**src/rtl/rde_pkg.sv**
```systemverilog
// Shared constants, types and the digit-to-ASCII function for the radix digit emitter.
`timescale 1ns / 1ps

package rde_pkg;

  // Field widths.
  localparam int VALUE_W = 64;
  localparam int RADIX_W = 6;
  localparam int DIGIT_W = 6;
  localparam int CHAR_W  = 7;

  // Digit store sizing.
  localparam int MAX_DIGITS = 64;
  localparam int ADDR_W     = $clog2(MAX_DIGITS);
  localparam int CNT_W      = $clog2(MAX_DIGITS + 1);

  // Serial divider bit counter.
  localparam int BIT_CNT_W = $clog2(VALUE_W);

  // Base limits and character mapping.
  localparam logic [RADIX_W-1:0] RADIX_MIN     = RADIX_W'(2);
  localparam logic [RADIX_W-1:0] RADIX_MAX     = RADIX_W'(36);
  localparam logic [7:0]         LETTER_OFFSET = 8'd87;
  localparam logic [7:0]         ZERO_CHAR     = 8'd48;
  localparam logic [DIGIT_W-1:0] LAST_DECIMAL  = DIGIT_W'(9);

  // Control sequencer states.
  typedef enum logic [1:0] {
    S_IDLE,
    S_DIVIDE,
    S_READ,
    S_LOAD
  } rde_state_e;

  // Report from the serial divider, one per finished digit.
  typedef struct packed {
    logic               digit_valid;
    logic               final_digit;
    logic [DIGIT_W-1:0] digit;
  } rde_div_status_t;

  // Map a digit value onto its ASCII character.
  function automatic logic [CHAR_W-1:0] glyph_of(input logic [DIGIT_W-1:0] d);
    logic [7:0] c;
    if (d <= LAST_DECIMAL) begin
      c = 8'(d) + ZERO_CHAR;
    end else begin
      c = 8'(d) + LETTER_OFFSET;
    end
    return c[CHAR_W-1:0];
  endfunction

endpackage

```
**src/rtl/rde_serial_div.sv**
```systemverilog
// Bit-serial restoring divider that splits a 64-bit value into digits of a small base.
`timescale 1ns / 1ps

module rde_serial_div (
  input  logic                          clk_i,
  input  logic                          rst_ni,
  input  logic                          start_i,
  input  logic [rde_pkg::VALUE_W-1:0]   value_i,
  input  logic [rde_pkg::RADIX_W-1:0]   radix_i,
  output rde_pkg::rde_div_status_t      status_o
);
  import rde_pkg::*;

  localparam logic [BIT_CNT_W-1:0] LAST_BIT = BIT_CNT_W'(VALUE_W - 1);

  logic                 running_q, running_d;
  logic [BIT_CNT_W-1:0] bit_cnt_q, bit_cnt_d;
  logic [VALUE_W-1:0]   res_q, res_d;
  logic [DIGIT_W-1:0]   rem_q, rem_d;
  logic [DIGIT_W-1:0]   base_q, base_d;
  logic                 qnz_q, qnz_d;

  logic [DIGIT_W:0]     trial;
  logic [DIGIT_W:0]     diff;
  logic                 qbit;
  logic [DIGIT_W-1:0]   rem_next;
  logic                 last_bit;
  logic [DIGIT_W-1:0]   base_clamped;

  // Clamp the requested base into the supported range.
  always_comb begin
    if (radix_i < RADIX_MIN) begin
      base_clamped = DIGIT_W'(RADIX_MIN);
    end else if (radix_i > RADIX_MAX) begin
      base_clamped = DIGIT_W'(RADIX_MAX);
    end else begin
      base_clamped = DIGIT_W'(radix_i);
    end
  end

  // One restoring division step: bring down the next dividend bit and try a subtract.
  assign trial    = {rem_q, res_q[VALUE_W-1]};
  assign diff     = trial - {1'b0, base_q};
  assign qbit     = (trial >= {1'b0, base_q});
  assign rem_next = qbit ? diff[DIGIT_W-1:0] : trial[DIGIT_W-1:0];
  assign last_bit = running_q && (bit_cnt_q == LAST_BIT);

  // The quotient replaces the dividend bit by bit, so the residue register holds
  // the next dividend once a digit is finished.
  always_comb begin
    running_d = running_q;
    bit_cnt_d = bit_cnt_q;
    res_d     = res_q;
    rem_d     = rem_q;
    base_d    = base_q;
    qnz_d     = qnz_q;
    if (start_i) begin
      running_d = 1'b1;
      bit_cnt_d = '0;
      res_d     = value_i;
      rem_d     = '0;
      base_d    = base_clamped;
      qnz_d     = 1'b0;
    end else if (running_q) begin
      res_d     = {res_q[VALUE_W-2:0], qbit};
      rem_d     = rem_next;
      qnz_d     = qnz_q | qbit;
      bit_cnt_d = bit_cnt_q + BIT_CNT_W'(1);
      if (last_bit) begin
        // Start over on the quotient, or stop when it is zero.
        rem_d     = '0;
        qnz_d     = 1'b0;
        bit_cnt_d = '0;
        running_d = qnz_q | qbit;
      end
    end
  end

  always_ff @(posedge clk_i or negedge rst_ni) begin
    if (!rst_ni) begin
      running_q <= 1'b0;
      bit_cnt_q <= '0;
      qnz_q     <= 1'b0;
      res_q     <= '0;
    end else begin
      running_q <= running_d;
      bit_cnt_q <= bit_cnt_d;
      qnz_q     <= qnz_d;
      res_q     <= res_d;
    end
  end

  always_ff @(posedge clk_i) begin
    rem_q  <= rem_d;
    base_q <= base_d;
  end

  // Report the finished digit on the last step of each pass.
  assign status_o.digit_valid = last_bit;
  assign status_o.final_digit = !(qnz_q | qbit);
  assign status_o.digit       = rem_next;

endmodule

```
**src/rtl/radix_digit_emitter.sv**
```systemverilog
// Top level of the radix digit emitter: serial divider, digit store and output stage.
`timescale 1ns / 1ps

// Converts an unsigned 64-bit value into ASCII digits of a base from 2 to 36.
// Input channel: value_i and radix_i with in_valid_i; the block stalls the
// channel with in_stall_o while a conversion is in progress. A radix below 2
// is used as 2 and one above 36 as 36.
// Output channel: one request per digit on digit_char_o and last_o with
// out_valid_o, most significant digit first; last_o marks the final digit.
// A zero value gives the single digit '0'.
// Operation: the bit-serial divider produces each digit one dividend bit per
// cycle. Each digit is then read from the digit store in S_READ and loaded
// into the output register in S_LOAD, which waits while the receiver stalls.
// A stall on the output holds the current digit and pauses the read-out. The
// next input request is taken once the last digit is in the output register.
// Reset clears the sequencer, the divider and the output valid flag.

module radix_digit_emitter (
  input  logic                         clk_i,
  input  logic                         rst_ni,
  input  logic                         in_valid_i,
  output logic                         in_stall_o,
  input  logic [rde_pkg::VALUE_W-1:0]  value_i,
  input  logic [rde_pkg::RADIX_W-1:0]  radix_i,
  output logic                         out_valid_o,
  input  logic                         out_stall_i,
  output logic [rde_pkg::CHAR_W-1:0]   digit_char_o,
  output logic                         last_o
);
  import rde_pkg::*;

  localparam logic [CNT_W-1:0] CNT_MAX = CNT_W'(MAX_DIGITS);
  localparam logic [CNT_W-1:0] CNT_ONE = CNT_W'(1);

  rde_state_e         state_q, state_d;
  logic [CNT_W-1:0]   cnt_q, cnt_d;
  logic               out_valid_q, out_valid_d;
  logic [CHAR_W-1:0]  digit_char_q, digit_char_d;
  logic               last_q, last_d;
  logic [DIGIT_W-1:0] rd_data_q;

  logic [DIGIT_W-1:0] store_mem [MAX_DIGITS];
  logic               wr_en;
  logic [ADDR_W-1:0]  wr_addr;
  logic [CNT_W-1:0]   cnt_dec;
  logic [ADDR_W-1:0]  rd_addr;

  logic               in_accept;
  logic               out_free;
  rde_div_status_t    div_status;

  assign in_accept = in_valid_i && (state_q == S_IDLE);
  assign out_free  = !out_valid_q || !out_stall_i;
  assign cnt_dec   = cnt_q - CNT_ONE;
  assign rd_addr   = cnt_dec[ADDR_W-1:0];
  assign wr_addr   = cnt_q[ADDR_W-1:0];

  // Serial divider produces digits least significant first.
  rde_serial_div u_div (
    .clk_i    (clk_i),
    .rst_ni   (rst_ni),
    .start_i  (in_accept),
    .value_i  (value_i),
    .radix_i  (radix_i),
    .status_o (div_status)
  );

  // Sequencer: collect digits, then read them back in reverse order.
  always_comb begin
    state_d      = state_q;
    cnt_d        = cnt_q;
    wr_en        = 1'b0;
    digit_char_d = digit_char_q;
    last_d       = last_q;
    out_valid_d  = out_valid_q && out_stall_i;
    case (state_q)
      S_IDLE: begin
        if (in_accept) begin
          cnt_d   = '0;
          state_d = S_DIVIDE;
        end
      end
      S_DIVIDE: begin
        if (div_status.digit_valid) begin
          // Once the store is full, further digits are dropped.
          if (cnt_q < CNT_MAX) begin
            wr_en = 1'b1;
            cnt_d = cnt_q + CNT_ONE;
          end
          if (div_status.final_digit) begin
            state_d = S_READ;
          end
        end
      end
      S_READ: begin
        state_d = S_LOAD;
      end
      S_LOAD: begin
        if (out_free) begin
          out_valid_d  = 1'b1;
          digit_char_d = glyph_of(rd_data_q);
          last_d       = (cnt_q == CNT_ONE);
          cnt_d        = cnt_dec;
          state_d      = (cnt_q == CNT_ONE) ? S_IDLE : S_READ;
        end
      end
      default: begin
        state_d = S_IDLE;
      end
    endcase
  end

  always_ff @(posedge clk_i or negedge rst_ni) begin
    if (!rst_ni) begin
      state_q     <= S_IDLE;
      cnt_q       <= '0;
      out_valid_q <= 1'b0;
    end else begin
      state_q     <= state_d;
      cnt_q       <= cnt_d;
      out_valid_q <= out_valid_d;
    end
  end

  // Output payload register.
  always_ff @(posedge clk_i) begin
    digit_char_q <= digit_char_d;
    last_q       <= last_d;
  end

  // Digit store: one write port, one registered read port.
  always_ff @(posedge clk_i) begin
    if (wr_en) begin
      store_mem[wr_addr] <= div_status.digit;
    end
    if (state_q == S_READ) begin
      rd_data_q <= store_mem[rd_addr];
    end
  end

  assign in_stall_o   = (state_q != S_IDLE);
  assign out_valid_o  = out_valid_q;
  assign digit_char_o = digit_char_q;
  assign last_o       = last_q;

  // The divider only reports digits while the sequencer collects them.
  assert property (@(posedge clk_i) disable iff (!rst_ni)
    div_status.digit_valid |-> state_q == S_DIVIDE)
    else $error("divider reported a digit outside the divide phase");

  // A read-out never starts with an empty store.
  assert property (@(posedge clk_i) disable iff (!rst_ni)
    (state_q == S_READ || state_q == S_LOAD) |-> cnt_q != '0)
    else $error("digit read-out with no digits held");

  // The digit count never exceeds the store depth.
  assert property (@(posedge clk_i) disable iff (!rst_ni)
    cnt_q <= CNT_MAX)
    else $error("digit count beyond store depth");

  // A new output request only comes from the load step.
  assert property (@(posedge clk_i) disable iff (!rst_ni)
    $rose(out_valid_o) |-> $past(state_q) == S_LOAD)
    else $error("output valid rose outside the load step");

endmodule
```
**config.mk**
```make
export PLATFORM = sky130hd
export DESIGN_NAME = radix_digit_emitter
export DESIGN_NICKNAME = d
export VERILOG_FILES = /design/src/rtl/rde_pkg.sv /design/src/rtl/rde_serial_div.sv /design/src/rtl/radix_digit_emitter.sv
export SDC_FILE = /design/constraint.sdc
export NUM_CORES = 1
export LEC_CHECK = 0
export BUFFER_PORTS_ARGS = -buffer_cell sky130_fd_sc_hd__buf_2
export CAP_MARGIN = 20
export CORE_AREA = 3 3 218 220
export CTS_CLUSTER_SIZE = 28
export DETAILED_ROUTE_END_ITERATION = 10
export DIE_AREA = 0 0 221 223
export PLACE_DENSITY_LB_ADDON = 0.25
export REMOVE_ABC_BUFFERS = 1
export SKIP_CTS_REPAIR_TIMING = 1
export SYNTH_ARGS = -nofsm -noshare
export SYNTH_HDL_FRONTEND = slang
export SYNTH_HIERARCHICAL = 1
export SYNTH_SLANG_ARGS = --single-unit
```
**constraint.sdc**
```tcl
create_clock -name clk_i -period 3.58 [get_ports clk_i]
set_clock_uncertainty 0.15 [all_clocks]
set_input_delay 0.716 -clock clk_i [delete_from_list [all_inputs] [get_ports clk_i]]
set_output_delay 0.716 -clock clk_i [all_outputs]
set_load 0.01 [all_outputs]
```
# == Word-level counts from Yosys, hierarchy flattened ==
# Memory sizes are Yosys's and may differ from the RTL's. A register that Yosys moved wholly into a read port is not among the register bits.
# Cells that the tools add are included.
# classes
n_addsub,6
magnitude_cmp,5
bitwise_logic,1
mux,33
reduce_logical,14
eq_ne,10
# ops
op,count
2-to-1 mux 64 bit,2
2-to-1 mux 6 bit,6
2-to-1 mux 7 bit,5
case mux 7 bit (3 select lines),1
2-to-1 mux 1 bit,13
2-to-1 mux 2 bit,5
inequality test 2 bit (second input constant),4
case mux 2 bit (4 select lines),1
adder 6 x 6 -> 7 bit (second input constant),1
adder 6 x 7 -> 7 bit (second input constant),1
adder 7 x 1 -> 7 bit (second input constant),1
equality test 7 x 1 -> 1 bit (second input constant),1
>= comparator 7 x 6 -> 1 bit,1
less-than comparator 7 bit (second input constant),1
subtractor 7 x 1 -> 7 bit (second input constant),1
adder 6 x 1 -> 6 bit (second input constant),1
equality test 6 bit (second input constant),1
greater-than comparator 6 bit (second input constant),1
<= comparator 6 x 4 -> 1 bit (second input constant),1
less-than comparator 6 x 2 -> 1 bit (second input constant),1
subtractor 6 bit,1
AND reduction 5 bit,1
equality test 2 bit (second input constant),2
AND reduction 4 bit,1
11 further kinds,15
# word_totals
input_bits,74
elab_cells,82
register_bits,102
ramBits,384
out_inout_bits,10
mem_count,1
# mem_list
name,depth,width,rd,rd_ports_with_merged_regs,write_ports,line,text
store_mem,64,6,1,1,1,radix_digit_emitter.sv:42,logic [DIGIT_W-1:0] store_mem [MAX_DIGITS];

# == Logic depth before layout (Yosys ltp) ==
# logic_depth
word_depth,6
mapped_depth,14
depth_no_buf,9

# == Modules after synthesis ==
# The synthesis kept the hierarchy.
# by_module_without_submodules
mod,seq_area_each_um2,area_per_inst_um2,n_inst,cells_per_inst
radix_digit_emitter,12201.7,16493.3,1,953
rde_serial_div,2102.0,4088.9,1,397

# == Least setup slack after synthesis ==
# Ideal clock, no wire load.
# synth_path
kind,flip-flop to flip-flop
from,register u_div.base_q[2]
to,memory store_mem[0][0] (data pin)
stages_incl_launch_ff,8
path_slack_ps,-285
path_buffers,1
arrival_time_ps,3145
setup_time_ps,571
period_less_slack_ps,3865
required_time_ps,2859
path_cell_list,edfxtp_1 inv_1 ha_1 nand2_1 o21ai_1 a41o_1 buf_6 mux2i_1
# synth_lines
item,line,text
"start, declared",rde_serial_div.sv:20,"logic [DIGIT_W-1:0] base_q, base_d;"
"start signal, assigned",rde_serial_div.sv:95,base_q <= base_d;
"end, declared",radix_digit_emitter.sv:42,

==> Implementation_results.wiki <==
{| class="wikitable"
! Metric !! Value
|-
| Adder and majority cell fraction of the synthesized area || 1.01%
|-
| Basic-gate share of the synthesized area counting and, or, nand and nor cells || 8.33%
|-
| Routed wl met3 || 2.80 mm
|-
| HPWL Detailed || 27.5 mm
|-
| Via count of the first global-routing pass || 11800
|-
| Number of cells produced by synthesis || 1350
|-
| Hold Fails Final Rpt || 10
|-
| Number of vias per cell || 5.52
|-
| Combined buffer and inverter count along the critical path || 0
|-
| Post-layout power || 22800 uW
|-
| Min Hold Slack || -6.81 ps
|-
| Die area || 49300 sq um
|-
| Post-synth EDFFs || 404
|-
| Ports placed on the boundary || 84
|-
| Top cell type's share of synthesized area || 58.9%
|-
| Worst VDD drop || 0.870 mV
|-
| Clock network latency to the later pin of the worst-skew pair || 580 ps
|-
| Count of state elements after synthesis || 492
|-
| Number of antenna violations at the first check in global routing || 0
|-
| Unrepaired setup endpoints after global routing || no
|-
| Clock buffers created by TritonCTS || 50
|-
| Largest stage delay, worst path || 660 ps
|-
| Max H-tree Level || 2
|-
| Classification of the worst setup path || flip-flop to flip-flop
|-
| Warnings from Yosys || 6
|-
| Placed insts || 1989
|-
| Critical path fanouts, max || 8
|-
| Remaining Overflow, GRT || 0
|-
| CTS sink count || 492
|-
| Distinct cells, synth || 52
|-
| Type of the tightest min-delay check || primary input to asynchronous set/reset pin
|-
| Final cycle utilization of the critical path || 92.9%
|-
| Tmin final || 3330 ps
|-
| Cell chosen for the clock root || clkbuf_16
|-
| Xor and xnor area share after synthesis || 0.638%
|-
| Post-route cell area || 23400 sq um
|-
| Post-Synthesis Cell Area || 20600 sq um
|-
| Pleak || 0.00857 uW
|-
| Avg Inst Size Synth || 15.2 sq um
|-
| Multiplexer share of the synthesized area || 14.2%
|-
| Area of combinational cells with multiple inputs || 5890 sq um
|-
| Wire length of the first global-routing pass || 70.1 mm
|-
| Syn-to-layout area delta || 13.5%
|-
| Slew Viols, Final || 0
|-
| Leading area contributor after synthesis || edfxtp_1
|-
| Vias post-DR || 11500
|-
| Number of input and output port buffers inserted || 83
|-
| Number of cells in the finished layout apart from fillers || 2082
|-
| Critical path endpoint category || flip-flop
|-
| Nature of the critical path startpoint || flip-flop
|-
| Async set or reset register ratio after synthesis || 16.7%
|-
| Topmost layer with routed signal wires || met4
|-
| Fraction of final layout cells sized beyond drive strength 1 || 20.5%
|-
| Top flip-flop cell by instance count after synthesis || edfxtp_1
|-
| Placed cell areas || 21800 sq um
|-
| Total routed wirelength || 45.0 mm
|-
| Combinational family with the most area after synthesis || multiplexers
|-
| Critical path, cell by cell || ha_1, nand3_1, nor2_1, nand2_1, nor4_1, nand3_1, nor2_1
|-
| Number of DRC violations after detailed routing || 0
|-
| CTS tree || done
|-
| Worst rel slew slack || 38.7%
|-
| Measured slew at the worst slew-check pin || 917 ps
|-
| Height of the die || 223 um
|-
| Status || finished, violations left
|-
| First-iteration detailed-routing DRC count || 1090
|-
| Data arrival at the endpoint of the critical path || 3390 ps
|-
| Core region area || 45500 sq um
|-
| Overall Global Routing Usage || 18.4%
|-
| Count of fill cells added during filler insertion || 3796
|-
| Fin nets || 1532
|-
| M1 wire length || 19.7 mm
|-
| Horizontal extent of the die || 221 um
|-
| Number of buffers between clock root and the deepest sink || 3
|-
| Routed len/inst || 21.6 um
|-
| Final setup viols || 0
|-
| Clock slew seen by the registers of the worst setup and hold paths || 60 ps
|-
| First-pass detailed-route iteration total || 5
|-
| Compound-gate portion of the synthesized area || 4.09%
|-
| GP Congestion || 0.826
|-
| Wire length on met2 || 21.4 mm
|-
| Storage cell area || 14300 sq um
|-
| Synth area leaders || edfxtp_1 (59%), mux4_2 (11%), dfrtp_1 (10%)
|-
| Cell Pwr Density || 976 nW/um^2
|-
| R2r worst-path depth || 7
|-
| Data required time at the worst endpoint || 3650 ps
|-
| Cell with the largest stage delay on the worst path || nor2_1
|-
| Row count || 78
|-
| Critical path's top delay family || simple AND/OR/NAND/NOR gates
|-
| N_diodes || 0
|-
| Max-cap violations || 0
|-
| Register area share after synthesis || 69.5%
|-
| Remaining antenna violation count || 0
|-
| Logic depth of the worst path, buffers included || 7
|-
| Setup total negative slack || 0 ps
|-
| Largest net degree at the start of global routing || 76
|-
| Achievable clock frequency || 301 MHz
|-
| Effective utilization at floorplan || 45.3%
|-
| Violated checks || negative hold slack
|}
[synthesized netlist by cell type (all sizes together) (7+ instances only)]
cell    instances
xnor2           8
nor2b           9
xor2            7
nand3           7
ha             15
clkbuf         34
inv            20
dfrtp          82
nor2          114
nor4            8
o22ai          12
o21ai          79
nand2         239
a21o            8
mux4           96
edfxtp        404
buf            43
nand2b          7
a21oi          20
mux2i          69
nor3           14
[layout make-up]
cell class / count / area share [%]
Sequential cell: 492 / 61.2
Multi-Input combinational cell: 761 / 25.2
Clock buffer: 65 / 5.73
Timing Repair Buffer: 117 / 3.34
Tap cell: 600 / 3.21
Clock inverter: 27 / 0.948
Inverter: 20 / 0.321
[report_power, final]
group	internal (uW)	switching, uW
Sequential	8580	416
Combinational	3090	5730
Clock	2860	2140
Total	14500	8280
[registers in the layout, summed over array words and instances (netlist names)]
name and count:
cnt_q 7, digit_char_o 7, last_o 1, out_valid_o 1, rd_data_q 6, state_q 2
store_mem 384, u_div/base_q 6, u_div/bit_cnt_q 6, u_div/qnz_q 1, u_div/rem_q 6, u_div/res_q 64
u_div/running_q 1
[path summary, 6_finish.rpt]
check,start,endpoint,slack [ps]
min in group clk_i,value_i[13],u_div/res_q[13]$_DFFE_PN0P_,190
worst max register to register,u_div/bit_cnt_q[0]$_DFFE_PN0P_,store_mem[63][4]$_DFFE_PP_,250
worst max-delay path,u_div/bit_cnt_q[0]$_DFFE_PN0P_,store_mem[63][4]$_DFFE_PP_,250
max in group asynchronous,rst_ni,u_div/res_q[43]$_DFFE_PN0P_,2530
worst min-delay path,rst_ni,u_div/res_q[12]$_DFFE_PN0P_,-7
worst min register to register,u_div/rem_q[5]$_SDFFE_PP0P_,u_div/rem_q[5]$_SDFFE_PP0P_,350
[cell families after synthesis]
logic type               Yosys count
flip-flops                       492
AND/OR/NAND/NOR                  416
multiplexers                     170
AO/OA/AOI/OAI                    144
buffers and inverters             97
adder cells (fa/ha/maj)           16
XOR/XNOR                          15
[cells in the final DEF, fill, tap and decap left out, types with 8 or more instances in the layout]
master,netlist,routed
a21o_1,8,8
a21oi_1,19,19
buf_2,29,82
buf_4,6,27
clkbuf_1,34,13
clkbuf_16,0,51
clkinv_2,0,12
dfrtp_1,82,80
edfxtp_1,404,404
ha_1,15,14
inv_1,20,20
mux2i_1,69,67
mux4_2,96,96
nand2_1,239,239
nor2_1,114,113
nor2b_1,8,8
nor3_1,13,13
nor4_1,8,8
o21ai_0,77,77
o22ai_1,12,12
[routing by layer]
layer,vias to the layer above,GRT usage [%]
met5,-,0
met4,0,4.99
met3,74,3.87
met2,404,29.2
met1,5778,26.1
li1,5242,-
[per-stage QoR]
stage	util [%]	worst slack, ps
finish	51.4	254
global route	51.4	21.1
detailed placement	47.9	300
CTS	51.3	276
floorplan	-	-4300
global placement	47.9	411
No activity file was read; power rests on OpenSTA's default activity.
